[config.mk]
export PLATFORM = sky130hd
export DESIGN_NAME = sorted_priority_queue
export DESIGN_NICKNAME = d
export VERILOG_FILES = /design/src/rtl/core/spq_pkg.sv /design/src/rtl/core/sorted_priority_queue.sv /design/src/rtl/core/spq_ctrl.sv /design/src/rtl/core/spq_dp.sv
export SDC_FILE = /design/constraint.sdc
export NUM_CORES = 2
export LEC_CHECK = 0
export BUFFER_PORTS_ARGS = -buffer_cell sky130_fd_sc_hd__buf_2
export CAP_MARGIN = 10
export CORE_MARGIN = 1.5
export CORE_UTILIZATION = 69
export DETAILED_ROUTE_END_ITERATION = 6
export PLACE_DENSITY = 0.86
export SYNTH_ARGS = -nofsm -noshare
export SYNTH_HDL_FRONTEND = slang
export SYNTH_SLANG_ARGS = --single-unit
[constraint.sdc]
create_clock -name i_clk -period 15.8 [get_ports i_clk]
set_input_delay 3.16 -clock i_clk [delete_from_list [all_inputs] [get_ports i_clk]]
set_output_delay 3.16 -clock i_clk [all_outputs]
set_load 0.02 [all_outputs]
[src/rtl/core/spq_pkg.sv]
// ----------------------------------------------------------------------------
// spq_pkg
// Shared types and codes for the sorted priority queue.
// ----------------------------------------------------------------------------
package spq_pkg;

    // Item opcodes
    localparam logic OP_ENQ = 1'b0;
    localparam logic OP_DEQ = 1'b1;

    // Result status codes
    localparam logic [1:0] ST_DONE  = 2'd0;
    localparam logic [1:0] ST_FULL  = 2'd1;
    localparam logic [1:0] ST_EMPTY = 2'd2;

    // Commands from the controller to the datapath
    typedef struct packed {
        logic load;   // capture the operands of an accepted item
        logic exec;   // update the store and the result registers
    } t_cmd;

endpackage

[src/rtl/core/sorted_priority_queue.sv]
// Result strobe o_done is registered from the execute state after the accept.
// No new item is taken while busy (accept cycle, then an execute state in which
// every cell compares against the new value and shifts in parallel).
// busy is high during the execute cycle; the receiver cannot stall.
// Reset (synchronous, active low) empties the store; cell contents are not cleared.
// ----------------------------------------------------------------------------
// sorted_priority_queue
// Bounded min-first priority queue kept as a sorted row of cells; equal
// values leave in arrival order.
// ----------------------------------------------------------------------------
module sorted_priority_queue #(
    parameter int CAPACITY = 16
) (
    input  logic               i_clk,
    input  logic               i_rst_n,
    input  logic               start,
    output logic               busy,
    input  logic               i_opcode,
    input  logic signed [31:0] i_item_value,
    output logic               o_done,
    output logic signed [31:0] o_out_value,
    output logic [1:0]         o_status,
    output logic               o_now_empty,
    output logic               o_now_full
);
    import spq_pkg::*;

    t_cmd cmd;

    // Sequence each transfer
    spq_ctrl u_ctrl (
        .i_clk   (i_clk),
        .i_rst_n (i_rst_n),
        .start   (start),
        .busy    (busy),
        .o_done  (o_done),
        .o_cmd   (cmd)
    );

    // Hold the sorted store and the result registers
    spq_dp #(
        .CAPACITY (CAPACITY)
    ) u_dp (
        .i_clk        (i_clk),
        .i_rst_n      (i_rst_n),
        .i_cmd        (cmd),
        .i_opcode     (i_opcode),
        .i_item_value (i_item_value),
        .o_out_value  (o_out_value),
        .o_status     (o_status),
        .o_now_empty  (o_now_empty),
        .o_now_full   (o_now_full)
    );

endmodule

[src/rtl/core/spq_ctrl.sv]
// ----------------------------------------------------------------------------
// spq_ctrl
// Controller: accepts one item, runs the execute state, strobes the result.
// ----------------------------------------------------------------------------
module spq_ctrl (
    input  logic          i_clk,
    input  logic          i_rst_n,
    input  logic          start,
    output logic          busy,
    output logic          o_done,
    output spq_pkg::t_cmd o_cmd
);
    import spq_pkg::*;

    localparam logic S_IDLE = 1'b0;
    localparam logic S_EXEC = 1'b1;

    logic r_state;
    logic n_state;
    logic r_done;

    // Decode commands from the state
    always_comb begin
        o_cmd.load = start && (r_state == S_IDLE);
        o_cmd.exec = (r_state == S_EXEC);
        n_state    = r_state;
        case (r_state)
            S_IDLE: begin
                if (start) begin
                    n_state = S_EXEC;
                end
            end
            S_EXEC: begin
                n_state = S_IDLE;
            end
            default: begin
                n_state = S_IDLE;
            end
        endcase
    end

    // Advance the state and the result strobe
    always_ff @(posedge i_clk) begin
        if (!i_rst_n) begin
            r_state <= S_IDLE;
            r_done  <= 1'b0;
        end else begin
            r_state <= n_state;
            r_done  <= o_cmd.exec;
        end
    end

    assign busy   = (r_state == S_EXEC);
    assign o_done = r_done;

    a_exec_one_cycle: assert property (@(posedge i_clk) disable iff (!i_rst_n)
        busy |=> !busy)
        else $error("execute state held longer than one cycle");

    a_done_after_exec: assert property (@(posedge i_clk) disable iff (!i_rst_n)
        o_cmd.exec |=> o_done)
        else $error("result strobe missing after execute");

    a_load_starts_exec: assert property (@(posedge i_clk) disable iff (!i_rst_n)
        o_cmd.load |=> o_cmd.exec)
        else $error("accepted item did not enter execute");

endmodule

[src/rtl/core/spq_dp.sv]
// ----------------------------------------------------------------------------
// spq_dp
// Datapath: sorted row of cells with parallel compare, shift on insert/remove.
// ----------------------------------------------------------------------------
module spq_dp #(
    parameter int CAPACITY = 16
) (
    input  logic                i_clk,
    input  logic                i_rst_n,
    input  spq_pkg::t_cmd       i_cmd,
    input  logic                i_opcode,
    input  logic signed [31:0]  i_item_value,
    output logic signed [31:0]  o_out_value,
    output logic [1:0]          o_status,
    output logic                o_now_empty,
    output logic                o_now_full
);
    import spq_pkg::*;

    localparam int CW = $clog2(CAPACITY + 1);

    // Operand registers
    logic               r_op;
    logic signed [31:0] r_value;

    // Store: cells below the count are valid and ascending
    logic signed [31:0] r_cell [CAPACITY];
    logic signed [31:0] n_cell [CAPACITY];
    logic [CW-1:0]      r_count;
    logic [CW-1:0]      n_count;
    logic [CAPACITY-1:0] ge;   // new value belongs at or before this cell

    logic is_full;
    logic is_empty;
    logic do_enq;
    logic do_deq;

    assign is_full  = (r_count == CW'(CAPACITY));
    assign is_empty = (r_count == '0);
    assign do_enq   = i_cmd.exec && (r_op == OP_ENQ) && !is_full;
    assign do_deq   = i_cmd.exec && (r_op == OP_DEQ) && !is_empty;

    // Compare all cells against the new value and form next cell contents
    for (genvar i = 0; i < CAPACITY; i++) begin : g_cell
        assign ge[i] = (CW'(i) >= r_count) || (r_value < r_cell[i]);

        if (i == 0) begin : g_first
            always_comb begin
                n_cell[i] = r_cell[i];
                if (do_enq && ge[i]) begin
                    n_cell[i] = r_value;
                end else if (do_deq) begin
                    n_cell[i] = r_cell[i+1];
                end
            end
        end else if (i == CAPACITY - 1) begin : g_last
            always_comb begin
                n_cell[i] = r_cell[i];
                if (do_enq && ge[i]) begin
                    n_cell[i] = ge[i-1] ? r_cell[i-1] : r_value;
                end
            end
        end else begin : g_mid
            always_comb begin
                n_cell[i] = r_cell[i];
                if (do_enq && ge[i]) begin
                    n_cell[i] = ge[i-1] ? r_cell[i-1] : r_value;
                end else if (do_deq) begin
                    n_cell[i] = r_cell[i+1];
                end
            end
        end

        always_ff @(posedge i_clk) begin
            r_cell[i] <= n_cell[i];
        end
    end

    // Next fill count
    always_comb begin
        n_count = r_count;
        if (do_enq) begin
            n_count = r_count + CW'(1);
        end else if (do_deq) begin
            n_count = r_count - CW'(1);
        end
    end

    // Hold operands of the accepted item
    always_ff @(posedge i_clk) begin
        if (i_cmd.load) begin
            r_op    <= i_opcode;
            r_value <= i_item_value;
        end
    end

    // Update the count
    always_ff @(posedge i_clk) begin
        if (!i_rst_n) begin
            r_count <= '0;
        end else begin
            r_count <= n_count;
        end
    end

    // Register the result fields
    always_ff @(posedge i_clk) begin
        if (i_cmd.exec) begin
            o_out_value <= do_deq ? r_cell[0] : 32'sd0;
            if ((r_op == OP_ENQ) && is_full) begin
                o_status <= ST_FULL;
            end else if ((r_op == OP_DEQ) && is_empty) begin
                o_status <= ST_EMPTY;
            end else begin
                o_status <= ST_DONE;
            end
            o_now_empty <= (n_count == '0);
            o_now_full  <= (n_count == CW'(CAPACITY));
        end
    end

    a_count_bound: assert property (@(posedge i_clk) disable iff (!i_rst_n)
        r_count <= CW'(CAPACITY))
        else $error("fill count beyond capacity");

    a_flags_exclusive: assert property (@(posedge i_clk) disable iff (!i_rst_n)
        $past(i_cmd.exec) |-> !(o_now_empty && o_now_full))
        else $error("empty and full flagged together");

    a_full_reject: assert property (@(posedge i_clk) disable iff (!i_rst_n)
        (i_cmd.exec && (r_op == OP_ENQ) && is_full)
            |=> (o_status == ST_FULL) && o_now_full && $stable(r_count))
        else $error("enqueue on full store not rejected cleanly");

    a_empty_reject: assert property (@(posedge i_clk) disable iff (!i_rst_n)
        (i_cmd.exec && (r_op == OP_DEQ) && is_empty)
            |=> (o_status == ST_EMPTY) && o_now_empty && (o_out_value == 32'sd0))
        else $error("dequeue on empty store not rejected cleanly");

endmodule
### Yosys cells after proc, flatten, opt, wreduce, memory -nomap -nowiden

Memories as Yosys holds them, arrays and structs flattened.
Index checks and enable logic that the tools add are counted.

| storage, ports and cells | value |
|---|---|
| flip-flop bits (word level) | 76 |
| memory bits (writable) | 512 |
| input bits | 36 |
| memories | 1 |

Memory list:

| name | depth | bits a word | read ports | clocked after memory_dff | wr ports | line | source |
|---|---|---|---|---|---|---|---|
| u_dp.r_cell | 16 | 32 | 16 | 0 | 16 | spq_dp.sv:27 | `logic signed [31:0] r_cell [CAPACITY];` |

| cells by class | value |
|---|---|
| add/subtract/negate cells | 2 |
| magnitude comparators | 32 |
| equality and inequality tests | 2 |
| mux-type cells | 51 |
| bitwise logic cells | 2 |
| reductions and logical operators | 43 |

Operator list:

| kind | count |
|---|---|
| 2-to-1 mux 32 bit | 46 |
| less-than comparator 32 bit | 16 |
| >= comparator 4 x 5 -> 1 bit (first input constant) | 8 |
| logical AND 1 bit | 23 |
| >= comparator 3 x 5 -> 1 bit (first input constant) | 4 |
| logical OR 1 bit | 16 |
| equality test 5 bit (second input constant) | 2 |
| >= comparator 1 x 5 -> 1 bit (first input constant) | 2 |
| >= comparator 2 x 5 -> 1 bit (first input constant) | 2 |
| logical NOT 5 bit | 2 |
| 2-to-1 mux 5 bit | 2 |
| adder 5 x 1 -> 5 bit (second input constant) | 1 |
| subtractor 5 x 1 -> 5 bit (second input constant) | 1 |
| logical NOT 1 bit | 2 |
| 2-to-1 mux 2 bit | 1 |
| inverter 1 bit | 2 |
| case mux 1 bit (2 select lines) | 1 |
| 2-to-1 mux 1 bit | 1 |

### Logic depth before layout (Yosys ltp)

| depth | value |
|---|---|
| depth in word-level cells | 6 |
| depth in mapped cells | 13 |
| mapped depth without buffers | 10 |

### By module

Synthesis repeated with hierarchy kept, for this count alone.

| second synthesis, totals | value |
|---|---|
| cell total of the unflattened synthesis | 4,301 |
| area total of the unflattened synthesis | 43,795.8 um^2 |

By module, submodules not included:

| module | times used | cells an instance | area an instance (um^2) |
|---|---|---|---|
| spq_dp | 1 | 4,295 | 43,721.9 |
| spq_ctrl | 1 | 6 | 73.8 |

### Worst setup path before layout

Ideal clock, no wire load.

| timing | value |
|---|---|
| path kind | register to register |
| start | register u_dp.r_value[2] (netlist name) |
| end | memory u_dp.r_cell[14][0], in the netlist u_dp.r_cell[1][192] (enable) |
| arrival time | 4,787 ps |
| data required time | 15,334 ps |
| path slack | 10,548 ps |
| cell stages (with the launch flop) | 11 |
| period minus slack after synthesis | 5,252 ps |
| cell sequence | edfxtp_1 ha_1 a211o_1 a31oi_1 o211ai_1 a211oi_1 o21ai_1 mux2_2 clkbuf_1 clkbuf_1 o21ai_0 |

RTL lines:

| element | line |
|---|---|
| end, declared | spq_dp.sv:27 |

==> results by group <==
Drt
  • Final ANT Viol Nets: 0
  • DR WL met2: 52.4 mm
  • Met3 WL post-DR: 11.0 mm
  • Drt wl/cell: ~22 um
  • Via count: around 34,000
  • Residual DRC: 0
  • Drt first pass iters: 6
  • First DRT Iteration DRCs: around 3,900
  • Top Metal Used: met5
  • M1 WL: 45.6 mm
  • Vias per cell: about 6.6
  • Total Wirelength: 114 mm

Clocking
  • Clock slew at reported path FFs: 0.06 ns
  • Post-cts sizing count: 0
  • Htree depth: 3
  • Clk buf depth: 3
  • CTS tree: yes
  • Hold_buf cts: 0
  • Root Buffer: clkbuf_16
  • Post-CTS Setup Bufs: 0
  • Clk sinks: 588
  • Cts bufs inserted: 66
  • Clock insertion delay at the later pin of the skew report: 0.64 ns

GRT
  • Number of antenna violations at the first check in global routing: 2
  • GRT Util Overall: 37.4%
  • Global route total overflow: 0
  • First-pass GRT wire length: 181 mm
  • Vias in the first global route: 33,900
  • Largest net degree at the start of global routing: 66

Flow run
  • Max cap viols: 0

Finish
  • Finished Cell Area: 44,500 um2
  • Nets: roughly 5,000
  • Diodes inserted: 0
  • # fillers: 4,000
  • Final Util: about 75%
  • Area grow syn2layout: 7.95%
  • Layout cell share with drive strength beyond 1: 6.66%

Floorplanning
  • Num rows: 89
  • Die height: 247 um
  • Initial Utilization: roughly 70%
  • CORE AREA: 59,000 um2
  • Boundary Pins: 74
  • Die Span X: 247 um
  • Die area: 61,200 um2

Setup path
  • Critical Path Fanout Max: 35
  • Critical path class: register to register
  • CP required: between 15 and 20 ns
  • Cell family with most CP delay: simple AND/OR/NAND/NOR gates
  • WP buf/inv: 4
  • Crit path top cell by count: buf_4
  • CP Launch Type: register
  • CP arrival: 5.86 ns
  • Ordered cell list for the critical path: buf_4, ha_1, nand4_1, or4_1, a211oi_1, or4b_1, buf_4, nand3_2, buf_16, nand2_1, buf_4
  • Reg2Reg Depth: 11
  • CP max stage cell: or4_1
  • Max incr delay on CP: around 0.67 ns
  • CP endpoint kind: register
  • Critical path depth: 11

Place
  • DP Worst Slack: 10.06 ns
  • Gp weighted congestion: roughly 0.95
  • Post-DP HPWL: 80.4 mm
  • Number of port buffers: 73
  • Placement Cell Area: 42,400 um2

STA
  • Final setup fails: 0
  • Worst-Margin Slew: 1.25 ns
  • Fin Clk Skew: 0.0311 ns
  • Normalized max-slew margin: between 10% and 20%
  • Final Hold Fails: 0
  • Worst setup margin: 10.23 ns
  • Fmax: 179 MHz
  • Final Cycle Share: 35.3%
  • Post-layout min period: 5.57 ns
  • Final count of pins violating max slew: 0
  • RSZ-0062 raised after global routing: false
  • Setup_tns: 0 ns

Logic synthesis
  • Ys async rst share: 0%
  • Synth Cell Area: 41,200 um2
  • Syn avg cell area: 9.33 um2
  • FF+latch count, synth: 588
  • Synth Warn #: 0
  • Post-Syn Nets: slightly below 5,000
  • Number of flops mapped to enable cells by yosys: 581
  • Sequential element share of the synthesized area: a little over two fifths
  • Gate Count Post-Synth: 4,419
  • Netlist cell types: 72
  • Most used DFF post-synth: edfxtp_1

Outcome
  • Status: finished clean

Hold path
  • Hold Path Class: register to register
  • Worst Hold Depth: 2

Power and ir drop
  • P_leak: 19.5 nW
  • Power, Total: between 4 and 5 mW
  • Worst VDD drop: 0.112 mV
  • Pwr/cell area: 91.1 nW/um2
-- layout make-up --
class	count	area, um2	share of cell area (%)
inverter	549	2060	4.63
clock buffer	78	1700	3.81
clock inverter	36	382	0.858
sequential	588	17600	39.5
multi-input combinational	3049	20800	46.7
timing repair buffer	157	1030	2.31
tap	773	967	2.17
-- Yosys cell counts (9+ instances only) --
cell	count	area (um2)
a2111oi_0	10	87.6
o21a_1	22	165
a41oi_1	9	78.8
nand3_1	39	195
and4_1	19	166
ha_1	501	6270
nand4_1	54	338
nand2b_1	23	144
clkbuf_1	146	548
nand2_1	447	1680
a21o_1	34	255
inv_1	549	2060
a21oi_1	536	2680
edfxtp_1	581	17400
a31oi_1	45	282
o21ai_0	406	2030
mux2i_1	272	2720
buf_6	12	135
nor2b_1	13	81.3
nor2_1	356	1340
o211ai_1	20	150
a221oi_1	15	131
nor3_1	25	125
and2_1	11	68.8
a211oi_1	57	428
buf_1	17	63.8
buf_2	58	290
o21ai_1	9	45.0
-- logic make-up after synthesis --
group                      count (synthesis)  synth area share, %
AOI/OAI and AO/OA                       1227                 16.8
and+or+nand+nor                         1040                 11.0
buffers and inverters                    782                 7.52
DFF                                      588                 42.7
adders and majority gates                501                 15.2
muxes                                    278                 6.77
xor gates and xnor gates                   3               0.0638
-- where the power goes --
part | internal, mW | switching, mW
registers | 1.81 | 0.0531
logic | 0.221 | 0.424
clock network | 0.884 | 0.660
-- cell usage in the layout, fill, tap and decap left out, types with 22 or more instances in the layout --
master	synthesis	layout
edfxtp_1	581	581
inv_1	549	549
a21oi_1	536	535
ha_1	501	501
nand2_1	447	445
o21ai_0	406	404
nor2_1	356	354
mux2i_1	272	270
buf_4	0	82
buf_2	58	73
clkbuf_16	0	66
a211oi_1	57	56
nand4_1	54	54
a31oi_1	45	43
nand3_1	39	36
a21o_1	34	34
nor3_1	25	25
nand2b_1	23	23
o21a_1	22	22
-- metal layers --
metal  track usage [%]  up-vias
met4              17.1        2
li1                  -    15800
met5                 0        -
met3              6.15      320
met1              50.6    16300
met2              59.4     1979
-- stage by stage --
step                      hold slack [ns]  cells
final                               0.547   5230
after detailed placement            0.536   5114
after global routing                0.600   5230
after global placement              0.533   5114
after CTS                           0.549   5228
after floorplan                     0.522   4419
-- sequential cells by signal, summed over array words and instances, names as in the netlist --
register / count
u_dp.r_cell: 512
u_dp.o_now_full: 1
u_ctrl.o_done: 1
u_dp.r_op: 1
u_dp.o_status: 2
u_dp.o_now_empty: 1
u_dp.r_count: 5
u_dp.o_out_value: 32
u_dp.r_value: 32
u_ctrl.busy: 1
-- path summary, 6_finish.rpt --
path,from,end,slack (ns)
hold reg to reg,u_dp.r_cell[1][216],u_dp.r_cell[1][184],0.55
setup reg to reg,u_dp.r_value[31],u_dp.r_cell[1][93],10.23
hold / removal,u_dp.r_cell[1][216],u_dp.r_cell[1][184],0.55
setup / recovery,u_dp.r_value[31],u_dp.r_cell[1][93],10.23
-- worst register-to-register path, cell delays in order, from the launching register on --
cell and delay [ns]:
edfxtp_1 0.36, buf_4 0.25, ha_1 0.42, nand4_1 0.26, or4_1 0.67, a211oi_1 0.62, or4b_1 0.21, buf_4 0.36
nand3_2 0.65, buf_16 0.42, nand2_1 0.62, buf_4 0.41
Note: power is estimated with default switching activity, not from simulation.
